## src/hdl/rlmc_pkg.sv

```systemverilog
package rlmc_pkg;

  localparam int CFG_INDEX_W = 3;
  localparam int CFG_DATA_W  = 17;

  localparam logic [CFG_INDEX_W-1:0] REG_PIXEL_FORMAT  = 3'd0;
  localparam logic [CFG_INDEX_W-1:0] REG_USE_REGION    = 3'd1;
  localparam logic [CFG_INDEX_W-1:0] REG_IMAGE_WIDTH   = 3'd2;
  localparam logic [CFG_INDEX_W-1:0] REG_IMAGE_HEIGHT  = 3'd3;
  localparam logic [CFG_INDEX_W-1:0] REG_REGION_X      = 3'd4;
  localparam logic [CFG_INDEX_W-1:0] REG_REGION_Y      = 3'd5;
  localparam logic [CFG_INDEX_W-1:0] REG_REGION_WIDTH  = 3'd6;
  localparam logic [CFG_INDEX_W-1:0] REG_REGION_HEIGHT = 3'd7;

  localparam logic [1:0] FMT_GREY = 2'd0;
  localparam logic [1:0] FMT_RGB  = 2'd1;
  localparam logic [1:0] FMT_BGR  = 2'd2;

  localparam logic [15:0] W_RED   = 16'd19595;
  localparam logic [15:0] W_GREEN = 16'd38470;
  localparam logic [15:0] W_BLUE  = 16'd7471;
  localparam int          LUMA_SHIFT = 16;

  localparam int QUEUE_DEPTH = 4;

  localparam logic [12:0] IMAGE_SIZE_RESET = 13'd4096;

  typedef struct packed {
    logic [1:0]         pixel_format;
    logic               use_region;
    logic [12:0]        image_width;
    logic [12:0]        image_height;
    logic signed [16:0] region_x;
    logic signed [16:0] region_y;
    logic [15:0]        region_width;
    logic [15:0]        region_height;
  } cfg_t;

endpackage

```

## src/hdl/rlmc_pixel_if.sv

```systemverilog
interface rlmc_pixel_if;
  logic       valid;
  logic       ready;
  logic [7:0] chan_a;
  logic [7:0] chan_b;
  logic [7:0] chan_c;
  logic       frame_end;

  modport source(output valid, output chan_a, output chan_b, output chan_c,
                 output frame_end, input ready);
  modport sink(input valid, input chan_a, input chan_b, input chan_c,
               input frame_end, output ready);
endinterface

```

## src/hdl/rlmc_result_if.sv

```systemverilog
interface rlmc_result_if;
  logic        valid;
  logic        ready;
  logic        ok;
  logic [15:0] mean_q8;
  logic [15:0] rms_q8;

  modport source(output valid, output ok, output mean_q8, output rms_q8, input ready);
  modport sink(input valid, input ok, input mean_q8, input rms_q8, output ready);
endinterface

```

## src/hdl/region_luma_mean_rms_contrast_unit.sv

```systemverilog
// Luma mean and RMS contrast over a frame or a clamped region. Pixels enter
// one per cycle while the result queue has room; a frame_end beat closes the
// frame and its count, sum and sum of squares go into a four-deep queue. The
// back end works through each frame's totals with one shared shift-add
// multiplier, a bit-serial square root and a bit-serial divider, and takes
// the next frame only once the last result is loaded for output; a frame
// with no counted pixel goes straight to the output. Frames shorter than the
// back end's work back up in the queue and then hold off input.
module region_luma_mean_rms_contrast_unit #(
  parameter int MAX_WIDTH  = 4096,
  parameter int MAX_HEIGHT = 4096
) (
  input  logic                             clk,
  input  logic                             rst,
  rlmc_pixel_if.sink                       pix,
  rlmc_result_if.source                    res,
  input  logic                             cfg_we,
  input  logic [rlmc_pkg::CFG_INDEX_W-1:0] cfg_index,
  input  logic [rlmc_pkg::CFG_DATA_W-1:0]  cfg_data
);
  import rlmc_pkg::*;

  localparam int CNT_W = $clog2(MAX_WIDTH * MAX_HEIGHT + 1);
  localparam int QW    = 3 * CNT_W + 24;

  cfg_t              cfg;
  logic              q_push, q_pop, q_empty, q_full, q_space;
  logic [CNT_W-1:0]  tot_count;
  logic [CNT_W+7:0]  tot_sum;
  logic [CNT_W+15:0] tot_sq;
  logic [QW-1:0]     q_dout;

  always_ff @(posedge clk) begin
    if (rst) begin
      cfg.pixel_format  <= FMT_GREY;
      cfg.use_region    <= 1'b0;
      cfg.image_width   <= IMAGE_SIZE_RESET;
      cfg.image_height  <= IMAGE_SIZE_RESET;
      cfg.region_x      <= '0;
      cfg.region_y      <= '0;
      cfg.region_width  <= '0;
      cfg.region_height <= '0;
    end else if (cfg_we) begin
      unique case (cfg_index)
        REG_PIXEL_FORMAT:  cfg.pixel_format  <= cfg_data[1:0];
        REG_USE_REGION:    cfg.use_region    <= cfg_data[0];
        REG_IMAGE_WIDTH:   cfg.image_width   <= cfg_data[12:0];
        REG_IMAGE_HEIGHT:  cfg.image_height  <= cfg_data[12:0];
        REG_REGION_X:      cfg.region_x      <= $signed(cfg_data);
        REG_REGION_Y:      cfg.region_y      <= $signed(cfg_data);
        REG_REGION_WIDTH:  cfg.region_width  <= cfg_data[15:0];
        REG_REGION_HEIGHT: cfg.region_height <= cfg_data[15:0];
        default: ;
      endcase
    end
  end

  rlmc_front #(
    .MAX_WIDTH (MAX_WIDTH),
    .MAX_HEIGHT(MAX_HEIGHT),
    .CNT_W     (CNT_W)
  ) u_front (
    .clk      (clk),
    .rst      (rst),
    .cfg      (cfg),
    .pix      (pix),
    .space_ok (q_space),
    .push     (q_push),
    .tot_count(tot_count),
    .tot_sum  (tot_sum),
    .tot_sq   (tot_sq)
  );

  rlmc_queue #(
    .WIDTH(QW),
    .DEPTH(QUEUE_DEPTH)
  ) u_queue (
    .clk     (clk),
    .rst     (rst),
    .push    (q_push),
    .din     ({tot_count, tot_sum, tot_sq}),
    .pop     (q_pop),
    .dout    (q_dout),
    .empty   (q_empty),
    .full    (q_full),
    .space_ok(q_space)
  );

  rlmc_back #(
    .CNT_W(CNT_W)
  ) u_back (
    .clk    (clk),
    .rst    (rst),
    .q_valid(!q_empty),
    .n_in   (q_dout[QW-1 -: CNT_W]),
    .sum_in (q_dout[2*CNT_W+23 -: CNT_W+8]),
    .sq_in  (q_dout[CNT_W+15:0]),
    .pop    (q_pop),
    .res    (res)
  );

  a_no_push_full: assert property (@(posedge clk) disable iff (rst) q_push |-> !q_full)
    else $error("frame totals pushed into a full queue");
  a_no_pop_empty: assert property (@(posedge clk) disable iff (rst) q_pop |-> !q_empty)
    else $error("frame totals popped from an empty queue");
  a_push_after_beat: assert property (@(posedge clk) disable iff (rst)
    q_push |-> $past(pix.valid && pix.ready))
    else $error("frame totals pushed without a preceding input beat");
  a_empty_zero: assert property (@(posedge clk) disable iff (rst)
    res.valid && !res.ok |-> res.mean_q8 == 16'd0 && res.rms_q8 == 16'd0)
    else $error("empty area result carries nonzero values");

endmodule

```

## src/hdl/rlmc_front.sv

```systemverilog
module rlmc_front #(
  parameter int MAX_WIDTH,
  parameter int MAX_HEIGHT,
  parameter int CNT_W
) (
  input  logic                clk,
  input  logic                rst,
  input  rlmc_pkg::cfg_t      cfg,
  rlmc_pixel_if.sink          pix,
  input  logic                space_ok,
  output logic                push,
  output logic [CNT_W-1:0]    tot_count,
  output logic [CNT_W+7:0]    tot_sum,
  output logic [CNT_W+15:0]   tot_sq
);
  import rlmc_pkg::*;

  localparam int COL_W = $clog2(MAX_WIDTH + 1);
  localparam int ROW_W = $clog2(MAX_HEIGHT + 1);
  localparam int SUM_W = CNT_W + 8;
  localparam int SQ_W  = CNT_W + 16;

  function automatic logic [18:0] clamp(input logic signed [18:0] v, input logic [18:0] hi);
    logic [18:0] r;
    if (v < 0) r = '0;
    else if (v > $signed(hi)) r = hi;
    else r = v;
    return r;
  endfunction

  logic [COL_W-1:0] w, column, x0, x1;
  logic [ROW_W-1:0] h, row, y0, y1;
  logic [COL_W:0]   column_inc;
  logic signed [18:0] rx, ry, rx_end, ry_end;
  logic counted, accept;
  logic [7:0]  red, blue, luma;
  logic [23:0] wsum;

  logic             s1_valid, s1_counted, s1_end;
  logic [7:0]       s1_luma;
  logic [CNT_W-1:0] count;
  logic [SUM_W-1:0] sum;
  logic [SQ_W-1:0]  sq;
  logic [15:0]      luma_sq;

  always_comb begin
    if (cfg.image_width == '0) w = COL_W'(1);
    else if (32'(cfg.image_width) > MAX_WIDTH) w = COL_W'(MAX_WIDTH);
    else w = COL_W'(cfg.image_width);
    if (cfg.image_height == '0) h = ROW_W'(1);
    else if (32'(cfg.image_height) > MAX_HEIGHT) h = ROW_W'(MAX_HEIGHT);
    else h = ROW_W'(cfg.image_height);
  end

  assign rx     = cfg.region_x;
  assign ry     = cfg.region_y;
  assign rx_end = rx + $signed({3'b000, cfg.region_width});
  assign ry_end = ry + $signed({3'b000, cfg.region_height});
  assign x0 = COL_W'(clamp(rx, 19'(w)));
  assign x1 = COL_W'(clamp(rx_end, 19'(w)));
  assign y0 = ROW_W'(clamp(ry, 19'(h)));
  assign y1 = ROW_W'(clamp(ry_end, 19'(h)));

  assign counted = column < w && row < h &&
                   (!cfg.use_region ||
                    (column >= x0 && column < x1 && row >= y0 && row < y1));

  // luma weights
  always_comb begin
    red  = pix.chan_a;
    blue = pix.chan_c;
    if (cfg.pixel_format == FMT_BGR) begin
      red  = pix.chan_c;
      blue = pix.chan_a;
    end
    wsum = 24'(W_RED) * 24'(red) + 24'(W_GREEN) * 24'(pix.chan_b) + 24'(W_BLUE) * 24'(blue);
    if (cfg.pixel_format == FMT_RGB || cfg.pixel_format == FMT_BGR) luma = 8'(wsum >> LUMA_SHIFT);
    else luma = pix.chan_a;
  end

  assign pix.ready  = space_ok;
  assign accept     = pix.valid && pix.ready;
  assign column_inc = {1'b0, column} + 1'b1;

  assign luma_sq   = {8'b0, s1_luma} * {8'b0, s1_luma};
  assign tot_count = count + CNT_W'(s1_counted);
  assign tot_sum   = sum + (s1_counted ? SUM_W'(s1_luma) : '0);
  assign tot_sq    = sq + (s1_counted ? SQ_W'(luma_sq) : '0);
  assign push      = s1_valid && s1_end;

  always_ff @(posedge clk) begin
    if (rst) begin
      column   <= '0;
      row      <= '0;
      s1_valid <= 1'b0;
      count    <= '0;
      sum      <= '0;
      sq       <= '0;
    end else begin
      s1_valid <= accept;
      if (accept) begin
        if (pix.frame_end) begin
          column <= '0;
          row    <= '0;
        end else if (column_inc >= {1'b0, w}) begin
          column <= '0;
          if (row < h) row <= row + 1'b1;
        end else begin
          column <= COL_W'(column_inc);
        end
      end
      if (s1_valid) begin
        if (s1_end) begin
          count <= '0;
          sum   <= '0;
          sq    <= '0;
        end else begin
          count <= tot_count;
          sum   <= tot_sum;
          sq    <= tot_sq;
        end
      end
    end
  end

  always_ff @(posedge clk) begin
    if (accept) begin
      s1_counted <= counted;
      s1_end     <= pix.frame_end;
      s1_luma    <= luma;
    end
  end

endmodule

```

## src/hdl/rlmc_queue.sv

```systemverilog
module rlmc_queue #(
  parameter int WIDTH,
  parameter int DEPTH
) (
  input  logic             clk,
  input  logic             rst,
  input  logic             push,
  input  logic [WIDTH-1:0] din,
  input  logic             pop,
  output logic [WIDTH-1:0] dout,
  output logic             empty,
  output logic             full,
  output logic             space_ok
);
  localparam int PTR_W = $clog2(DEPTH);
  localparam int CNT_W = $clog2(DEPTH + 1);

  logic [WIDTH-1:0] mem [DEPTH];
  logic [PTR_W-1:0] wr_ptr, rd_ptr;
  logic [CNT_W-1:0] fill;

  assign empty    = fill == '0;
  assign full     = fill == CNT_W'(DEPTH);
  // room kept for one more beat still inside the front
  assign space_ok = fill < CNT_W'(DEPTH - 1);
  assign dout     = mem[rd_ptr];

  always_ff @(posedge clk) begin
    if (rst) begin
      wr_ptr <= '0;
      rd_ptr <= '0;
      fill   <= '0;
    end else begin
      if (push) wr_ptr <= wr_ptr + 1'b1;
      if (pop) rd_ptr <= rd_ptr + 1'b1;
      if (push && !pop) fill <= fill + 1'b1;
      else if (pop && !push) fill <= fill - 1'b1;
    end
  end

  always_ff @(posedge clk) begin
    if (push) mem[wr_ptr] <= din;
  end

endmodule

```

## src/hdl/rlmc_back.sv

```systemverilog
module rlmc_back #(
  parameter int CNT_W
) (
  input  logic              clk,
  input  logic              rst,
  input  logic              q_valid,
  input  logic [CNT_W-1:0]  n_in,
  input  logic [CNT_W+7:0]  sum_in,
  input  logic [CNT_W+15:0] sq_in,
  output logic              pop,
  rlmc_result_if.source     res
);
  localparam int SUM_W  = CNT_W + 8;
  localparam int SQ_W   = CNT_W + 16;
  localparam int PROD_W = 2 * CNT_W + 16;
  localparam int XW     = PROD_W + 16;
  localparam int RW     = XW / 2;
  localparam int DW     = RW;
  localparam int STEP_W = $clog2(RW);

  localparam logic [2:0] S_IDLE     = 3'd0;
  localparam logic [2:0] S_MUL_A    = 3'd1;
  localparam logic [2:0] S_MUL_B    = 3'd2;
  localparam logic [2:0] S_DIFF     = 3'd3;
  localparam logic [2:0] S_SQRT     = 3'd4;
  localparam logic [2:0] S_DIV_MEAN = 3'd5;
  localparam logic [2:0] S_DIV_RMS  = 3'd6;
  localparam logic [2:0] S_OUT      = 3'd7;

  logic [2:0]        state;
  logic [STEP_W-1:0] step;
  logic [CNT_W-1:0]  n;
  logic [SUM_W-1:0]  sum;
  logic [PROD_W-1:0] mc, acc, acc_next, prod1;
  logic [SUM_W-1:0]  mp;
  logic [XW-1:0]     x;
  logic [RW+1:0]     rem;
  logic [RW+3:0]     rem_sh, trial;
  logic [RW-1:0]     root;
  logic [DW-1:0]     dv;
  logic [CNT_W-1:0]  drem;
  logic [CNT_W:0]    r_sh;
  logic              ge;
  logic [15:0]       q, q_next, mean_r, rms_r;
  logic              ok_r;

  assign acc_next = acc + (mp[0] ? mc : '0);
  assign rem_sh   = {rem, x[XW-1 -: 2]};
  assign trial    = (RW + 4)'({root, 2'b01});
  assign r_sh     = {drem, dv[DW-1]};
  assign ge       = r_sh >= {1'b0, n};
  assign q_next   = {q[14:0], ge};
  assign pop      = state == S_IDLE && q_valid;

  always_ff @(posedge clk) begin
    if (rst) begin
      state     <= S_IDLE;
      res.valid <= 1'b0;
    end else begin
      if (state == S_OUT && (!res.valid || res.ready)) res.valid <= 1'b1;
      else if (res.ready) res.valid <= 1'b0;
      unique case (state)
        S_IDLE: begin
          if (q_valid) state <= (n_in == '0) ? S_OUT : S_MUL_A;
        end
        S_MUL_A: begin
          if (step == '0) state <= S_MUL_B;
        end
        S_MUL_B: begin
          if (step == '0) state <= S_DIFF;
        end
        S_DIFF: state <= S_SQRT;
        S_SQRT: begin
          if (step == '0) state <= S_DIV_MEAN;
        end
        S_DIV_MEAN: begin
          if (step == '0) state <= S_DIV_RMS;
        end
        S_DIV_RMS: begin
          if (step == '0) state <= S_OUT;
        end
        S_OUT: begin
          if (!res.valid || res.ready) state <= S_IDLE;
        end
        default: state <= S_IDLE;
      endcase
    end
  end

  always_ff @(posedge clk) begin
    unique case (state)
      S_IDLE: begin
        n      <= n_in;
        sum    <= sum_in;
        mc     <= PROD_W'(sq_in);
        mp     <= SUM_W'(n_in);
        acc    <= '0;
        step   <= STEP_W'(CNT_W - 1);
        ok_r   <= n_in != '0;
        mean_r <= '0;
        rms_r  <= '0;
      end
      S_MUL_A: begin
        if (step == '0) begin
          prod1 <= acc_next;
          acc   <= '0;
          mc    <= PROD_W'(sum);
          mp    <= sum;
          step  <= STEP_W'(SUM_W - 1);
        end else begin
          acc  <= acc_next;
          mc   <= mc << 1;
          mp   <= mp >> 1;
          step <= step - 1'b1;
        end
      end
      S_MUL_B: begin
        acc  <= acc_next;
        mc   <= mc << 1;
        mp   <= mp >> 1;
        step <= step - 1'b1;
      end
      S_DIFF: begin
        x    <= {(prod1 >= acc) ? prod1 - acc : {PROD_W{1'b0}}, 16'b0};
        rem  <= '0;
        root <= '0;
        step <= STEP_W'(RW - 1);
      end
      S_SQRT: begin
        x <= x << 2;
        if (rem_sh >= trial) begin
          rem  <= (RW + 2)'(rem_sh - trial);
          root <= {root[RW-2:0], 1'b1};
        end else begin
          rem  <= (RW + 2)'(rem_sh);
          root <= {root[RW-2:0], 1'b0};
        end
        if (step == '0) begin
          dv   <= DW'({sum, 8'b0});
          drem <= '0;
          q    <= '0;
          step <= STEP_W'(DW - 1);
        end else begin
          step <= step - 1'b1;
        end
      end
      S_DIV_MEAN, S_DIV_RMS: begin
        if (step == '0) begin
          dv   <= root;
          drem <= '0;
          q    <= '0;
          step <= STEP_W'(DW - 1);
          if (state == S_DIV_MEAN) mean_r <= q_next;
          else rms_r <= q_next;
        end else begin
          dv   <= dv << 1;
          drem <= ge ? CNT_W'(r_sh - {1'b0, n}) : CNT_W'(r_sh);
          q    <= q_next;
          step <= step - 1'b1;
        end
      end
      S_OUT: begin
        if (!res.valid || res.ready) begin
          res.ok      <= ok_r;
          res.mean_q8 <= mean_r;
          res.rms_q8  <= rms_r;
        end
      end
      default: ;
    endcase
  end

endmodule

```

## src/flat_wrapper.sv

```systemverilog
// flat-port wrapper written by rule: the top's interface ports become plain ports
module region_luma_mean_rms_contrast_unit_flat import rlmc_pkg::*;
#(
  parameter int MAX_WIDTH  = 4096,
  parameter int MAX_HEIGHT = 4096
)
  (clk, rst, cfg_we, cfg_index, cfg_data, pix_valid, pix_chan_a, pix_chan_b, pix_chan_c, pix_frame_end, pix_ready, res_valid, res_ok, res_mean_q8, res_rms_q8, res_ready);
  rlmc_pixel_if pix_i ();
  rlmc_result_if res_i ();
  input  logic clk;
  input  logic rst;
  input  logic cfg_we;
  input  logic [rlmc_pkg::CFG_INDEX_W-1:0] cfg_index;
  input  logic [rlmc_pkg::CFG_DATA_W-1:0] cfg_data;
  input wire logic [$bits(pix_i.valid)-1:0] pix_valid;
  input wire logic [$bits(pix_i.chan_a)-1:0] pix_chan_a;
  input wire logic [$bits(pix_i.chan_b)-1:0] pix_chan_b;
  input wire logic [$bits(pix_i.chan_c)-1:0] pix_chan_c;
  input wire logic [$bits(pix_i.frame_end)-1:0] pix_frame_end;
  output wire logic [$bits(pix_i.ready)-1:0] pix_ready;
  output wire logic [$bits(res_i.valid)-1:0] res_valid;
  output wire logic [$bits(res_i.ok)-1:0] res_ok;
  output wire logic [$bits(res_i.mean_q8)-1:0] res_mean_q8;
  output wire logic [$bits(res_i.rms_q8)-1:0] res_rms_q8;
  input wire logic [$bits(res_i.ready)-1:0] res_ready;
  assign pix_i.valid = pix_valid;
  assign pix_i.chan_a = pix_chan_a;
  assign pix_i.chan_b = pix_chan_b;
  assign pix_i.chan_c = pix_chan_c;
  assign pix_i.frame_end = pix_frame_end;
  assign pix_ready = pix_i.ready;
  assign res_valid = res_i.valid;
  assign res_ok = res_i.ok;
  assign res_mean_q8 = res_i.mean_q8;
  assign res_rms_q8 = res_i.rms_q8;
  assign res_i.ready = res_ready;
  region_luma_mean_rms_contrast_unit #(.MAX_WIDTH(MAX_WIDTH), .MAX_HEIGHT(MAX_HEIGHT)) u_core (.clk(clk), .rst(rst), .pix(pix_i), .res(res_i), .cfg_we(cfg_we), .cfg_index(cfg_index), .cfg_data(cfg_data));
endmodule
```

## config.mk

```make
export PLATFORM = sky130hd
export DESIGN_NAME = region_luma_mean_rms_contrast_unit_flat
export DESIGN_NICKNAME = d
export VERILOG_FILES = /design/src/hdl/rlmc_pkg.sv /design/src/hdl/rlmc_pixel_if.sv /design/src/hdl/rlmc_result_if.sv /design/src/hdl/region_luma_mean_rms_contrast_unit.sv /design/src/hdl/rlmc_front.sv /design/src/hdl/rlmc_queue.sv /design/src/hdl/rlmc_back.sv /design/src/flat_wrapper.sv
export SDC_FILE = /design/constraint.sdc
export NUM_CORES = 2
export LEC_CHECK = 0
export BUFFER_PORTS_ARGS = -buffer_cell sky130_fd_sc_hd__buf_2
export CAP_MARGIN = 15
export CORE_UTILIZATION = 35
export CTS_CLUSTER_DIAMETER = 30
export DETAILED_ROUTE_END_ITERATION = 8
export GPL_TIMING_DRIVEN = 0
export MAX_ROUTING_LAYER = met4
export PLACE_DENSITY_LB_ADDON = 0.08
export SLEW_MARGIN = 30
export SYNTH_ARGS = -nofsm -noshare
export SYNTH_HDL_FRONTEND = slang
export SYNTH_SLANG_ARGS = --single-unit
```

## constraint.sdc

```tcl
create_clock -name clk -period 24 [get_ports clk]
set_input_delay 4.8 -clock clk [delete_from_list [all_inputs] [get_ports clk]]
set_output_delay 4.8 -clock clk [all_outputs]
set_load 0.005 [all_outputs]
```

======== After elaboration in Yosys (flattened, before gate mapping) ========
Memory sizes are Yosys's and may differ from the RTL's. A register that Yosys moved wholly into a read port is not among the register bits.
Index checks and enable logic that the tools add are counted.
storage, ports and cells
  flip-flop bits (word level) ............. 850
  memory bits (writable) .................. 396
  logic and storage cells ................. 238
  memories ................................ 1
cells by class
  $add $sub $neg .......................... 18
  multipliers ............................. 4
  magnitude comparators ................... 21
  eq/ne operators ......................... 26
  mux-type cells .......................... 74
  reductions and logical operators ........ 53
memory list
  memory              depth  bits a word  read ports  clocked after Yosys merged registers in  wr ports  line              RTL
  u_core.u_queue.mem  4      99           1           1                                        1         rlmc_queue.sv:18  logic [WIDTH-1:0] mem [DEPTH];
operator list
  cell                     number
  $pmux W66 S3             2
  $mux W66                 4
  $mux W13                 17
  $pmux W41 S2             2
  $pmux W82 S2             1
  $mux W41                 3
  $mux W25                 4
  $pmux W33 S3             1
  $pmux W43 S2             1
  $mux W16                 5
  $add A66 B66 Y66         1
  $ge A66 B66 Y1           1
  $mux W33                 2
  $sub A66 B66 Y66         1
  $pmux W16 S2             2
  $lt A13 B13 Y1           4
  $pmux W25 S2             1
  $mul A15 B8 Y23 const A  2
  $ge A45 B43 Y1           1
  $mux W43                 1
  $sub A43 B43 Y43         1
  $add A41 B16 Y41         1
  $add A17 B17 Y18         2
  $gt A18 B14 Y1           2
  53 further kinds         134

======== Logic depth before layout (Yosys ltp) ========
  depth after elaboration ................. 12
  depth in mapped cells ................... 34
  mapped depth without buffers ............ 34

======== Modules after synthesis ========
Synthesis repeated with hierarchy kept, for this count alone.
second synthesis, totals
  cells, all modules ...................... 6,862
  area, all modules ....................... 75,207.1 µm²
by module, submodules not included
  module                              instances  cells an instance  area an instance (µm²)
  rlmc_back                           1          3,315              35,016.1
  rlmc_front                          1          2,644              21,682.0
  rlmc_queue                          1          562                14,684.1
  region_luma_mean_rms_contrast_unit  1          341                3,824.9

======== Least setup slack after synthesis ========
No wires, ideal clock.
  path kind ............................... register to register
  start ................................... register u_core.u_back.state[2]
  end ..................................... register u_core.u_back.rem[0] (enable)
  library setup time ...................... 867 ps
  arrival ................................. 11,349 ps
  required time ........................... 23,133 ps
  path slack .............................. 11,785 ps
  cell stages (with the launch flop) ...... 5
  path buffers ............................ 3
  period minus slack after synthesis ...... 12,215 ps
  path through ............................ dfxtp_1 clkbuf_1 clkbuf_1 clkbuf_1 o21ai_0
between the ends
  word-level cells in the longest chain between the ends .. 2
  elaborated cells between the ends (all ways) .. 3
  those cells by class .................... eq/ne: 2; reduce/logical: 1
RTL lines
  element                                              line              RTL
  start, declared                                      rlmc_back.sv:30   logic [2:0] state;
  start signal, assigned                               rlmc_back.sv:64   if (q_valid) state <= (n_in == '0) ? S_OUT : S_MUL_A;
  $eq A3 B3 Y1 / $eq A3 B2 Y1 (equally long branches)  rlmc_back.sv:91   unique case (state)
  $reduce_bool A2 Y1 (no source line) *                -
  end signal, assigned                                 rlmc_back.sv:132  rem <= (RW + 2)'(rem_sh - trial);
  end signal, assigned                                 rlmc_back.sv:135  rem <= (RW + 2)'(rem_sh);
  end, declared                                        rlmc_back.sv:37   logic [RW+1:0] rem;
Mark *: on every way between the ends. The rest lies on a longest branch, timed or not.
A chain may end at the register's enable or synchronous reset.

======== Worst setup path after layout ========
  start ................................... input port pix_chan_b[6]
  end ..................................... register u_core.u_front.s1_luma[6] (data pin)
between the ends
  word-level cells in the longest chain between the ends .. 4
RTL lines
  element                           line                RTL
  start, declared                   flat_wrapper.sv:17  input wire logic [$bits(pix_i.chan_b)-1:0] pix_chan_b;
  $mul A15 B8 Y23                   rlmc_front.sv:76    wsum = 24'(W_RED) * 24'(red) + 24'(W_GREEN) * 24'(pix.chan_b) + 24'(W_BLUE) * 24'(blue);
  $add A23 B24 Y24                  rlmc_front.sv:76
  $add A24 B21 Y24                  rlmc_front.sv:76
  $mux W8                           rlmc_front.sv:77    if (cfg.pixel_format == FMT_RGB || cfg.pixel_format == FMT_BGR) luma = 8'(wsum >> LUMA_SHIFT);
  named net u_core.u_front.luma[6]  rlmc_front.sv:36    logic [7:0] red, blue, luma;
  end signal, assigned              rlmc_front.sv:130   s1_luma <= luma;
  end, declared                     rlmc_front.sv:40    logic [7:0] s1_luma;
The timed path passes the listed nets, and every way through them passes these cells.

==> reports/results.ini <==
[sta]
setup_tns_ns = 0
hold_viol = 0
clock.fmax_mhz = 80.00
slew_viol_final = 0
slew_headroom = 0.2896
finalSetupViolations = 0
rsz0062_at_grt = no
fin_worst_skew_ns = 0.07302
period_needed_ns = 12.50
fin_crit_sh = 0.5208
worst_pin_slew_ns = 1.066

[synthesis]
async_flop_share = 0
synth_top_area_frac = 0.4061
yosysTopAreaCell = edfxtp_1
synth_most_common_cell = edfxtp_1
syn_nets = 7667
syn-cell-area_um2 = 73800
ys_ff_latch = 1232
synthTopCellsByArea = edfxtp_1, ha_1, dfxtp_1
synth_ff_type = edfxtp_1
yosys_warnings = 0
synth_cell_types = 98
synth-edff-count = 998
postSynthCellCount = 6878
synthTopCellsByCount = edfxtp_1, nand2_1, ha_1, inv_1, nor2_1
synth.avg_cell_area_um2 = 10.73
synth-seq-area-share = 0.4695

[global_route]
grt-ovfl-total = 0
grt_pass1_wl_um = 333900
track_usage = 0.2107
grt_max_degree = 51
antenna_found_initial = 8
grt_pass1_vias = 54940

[drt]
routed_wl_um = 218000
drt_first_pass_iters = 9
via_per_inst = 5.167
ant_nets = 0
wl_per_cell_um = 20.90
via_count = 53890
drtIter0Drc = 3541
drc = 0

[setup_path]
cpPeakStageDelay_ns = 0.60
cp_common_cell = fa_1
critPathSlowestCell = nor4b_1
cp.arrival_ns = 13.13
startpoint_type = input pin
cp_max_fo = 7
setup.worst_path.class = input pin to flip-flop
end_kind = flip-flop
cp.required_ns = 24.63

[status]
status = finished, final reports clean

[placed_design]
place_hpwl_um = 165400
place_congestion = 0.8723
place_area_um2 = 78760
io_buffers = 80
dp_cells = 9805

[layout]
final_nets = 8141
syn_to_final_growth_pct = 21.96
stdcell_count = 10430
fillers = 19980
final_layout_size_suffix_gt1_frac = 0.1128
stdcell_area_um2 = 90010

[clock_tree]
clk_latency_ns = 0.92
cts_inserted_buffers = 350
cts_tree = done
h-tree-depth = 5
cts.sinks = 1232
clockRootBuffer = clkbuf_16
postCtsSetupRepairBufs = 0
cts_resized = 0
path_clk_slew_ns = 0.04
postCtsHoldBufs = 0
clk_path_buf_depth = 4

[pwr]
cellPowerDensity_nw_per_um2 = 133.6
peakVddDrop_uv = 147.2
leakagePower_nw = 36.34
power_w = 0.01203

[floorplan]
start_util = 0.3522
die_w_um = 461.2
rows = 168
pin_count = 85
die_h_um = 461.2
die_area_um2 = 212700
core-area_um2 = 209600

[flow_run]
maxCapViolCount = 0

[worst_hold_path]
hold_path_class = flip-flop to flip-flop

-- per-layer routing --
layer  vias up  track usage  routed length [um]
li1      25970            -                   -
met1     26480       0.2733              101300
met2      1107       0.3403              103200
met3       340      0.03061                8043
met4         0      0.06262                5451
met5         -            -                   0
-- cell type report --
| type | count | area [um2] | share of cell area |
|---|---|---|---|
| timing repair buffer | 122 | 1346 | 0.01496 |
| clock buffer | 432 | 9301 | 0.1033 |
| buffer | 287 | 1140 | 0.01266 |
| antenna | 6 | 15.01 | 0.0001668 |
| inverter | 586 | 2202 | 0.02446 |
| tap | 2805 | 3510 | 0.03899 |
| sequential | 1232 | 34650 | 0.3850 |
| clock inverter | 186 | 1926 | 0.02139 |
| multi-input combinational | 4773 | 35920 | 0.3991 |
-- report_power, final --
part	internal (W)	total (W)	switching [W]
Sequential	0.00295	0.00317	0.000222
Clock	0.00309	0.00440	0.00131
Combinational	0.00174	0.00445	0.00271
-- layout by cell type, fill, tap and decap left out, types with 29 or more instances in the layout --
cell	instances
a211oi_1	32
a21o_1	176
a21oi_1	494
a222oi_1	56
a22o_1	29
a22oi_1	52
a31oi_1	78
and2_1	215
and3_1	86
buf_2	101
bufinv_16	37
clkbuf_1	304
clkbuf_16	354
clkinv_1	59
clkinv_2	64
dfxtp_1	234
edfxtp_1	998
fa_1	150
ha_1	589
inv_1	583
mux2_2	35
mux2i_1	45
mux4_2	99
nand2_1	600
nand2b_1	52
nand3_1	120
nand4_1	77
nor2_1	512
nor2b_1	74
nor3_1	93
nor4_1	29
o21a_1	60
o21ai_0	275
o21bai_1	44
or3_1	36
xnor2_1	209
xor2_1	150
-- kinds of logic (layout without fill, tap and decap cells) --
kind of cell	after synthesis	count (layout)	synth area share
and+or+nand+nor	2002	2002	0.1301
AOI/OAI and AO/OA	1494	1494	0.1305
DFF	1232	1232	0.4695
buffers and inverters	873	1613	0.04504
adders and majority gates	739	739	0.1405
xor gates and xnor gates	359	359	0.04260
muxes	179	179	0.04165
other	0	6	0
-- state kept, by name, indices dropped and copies added (netlist names), 15 cells and up, named ones only --
signal,count
u_core.cfg,95
u_core.u_back.acc,66
u_core.u_back.drem,25
u_core.u_back.dv,41
u_core.u_back.mc,66
u_core.u_back.mean_r,16
u_core.u_back.mp,33
u_core.u_back.n,25
u_core.u_back.prod1,66
u_core.u_back.q,15
u_core.u_back.rem,43
u_core.u_back.res.mean_q8,16
u_core.u_back.res.rms_q8,16
u_core.u_back.rms_r,16
u_core.u_back.root,41
u_core.u_back.sum,33
u_core.u_back.x,66
u_core.u_front.count,25
u_core.u_front.sq,41
u_core.u_front.sum,33
u_core.u_queue.mem,396
-- worst max-delay path: cells and delay by family --
kind / cells / cell delay, ns
buffers and inverters: 6 / 0.50
AND/OR/NAND/NOR: 7 / 1.49
XOR/XNOR: 2 / 0.41
adder cells (fa/ha/maj): 9 / 3.87
AO/OA/AOI/OAI: 10 / 2.07
-- per-stage QoR --
stage	utilization	setup slack (ns)	hold slack [ns]
4_1_cts	0.4294	11.43	0.4144
2_1_floorplan	-	11.78	0.4003
3_5_place_dp	0.3758	10.47	0.4045
6_report	0.4295	11.50	0.4128
5_1_grt	0.4295	10.91	0.4220
3_3_place_gp	0.3708	5.611	0.4026
-- worst paths after layout --
kind                      startpoint                            to  slack (ns)  cells after the start
max                    pix_chan_b[6]     u_core.u_front.s1_luma[6]       11.50                     34
min          u_core.u_back.mean_r[0]  u_core.u_back.res.mean_q8[0]        0.41                      0
max reg2reg           u_core.cfg[94]     u_core.u_front.s1_luma[6]       15.30                     26
min reg2reg  u_core.u_back.mean_r[0]  u_core.u_back.res.mean_q8[0]        0.41                      0
Power figures use the tool's default switching activity.
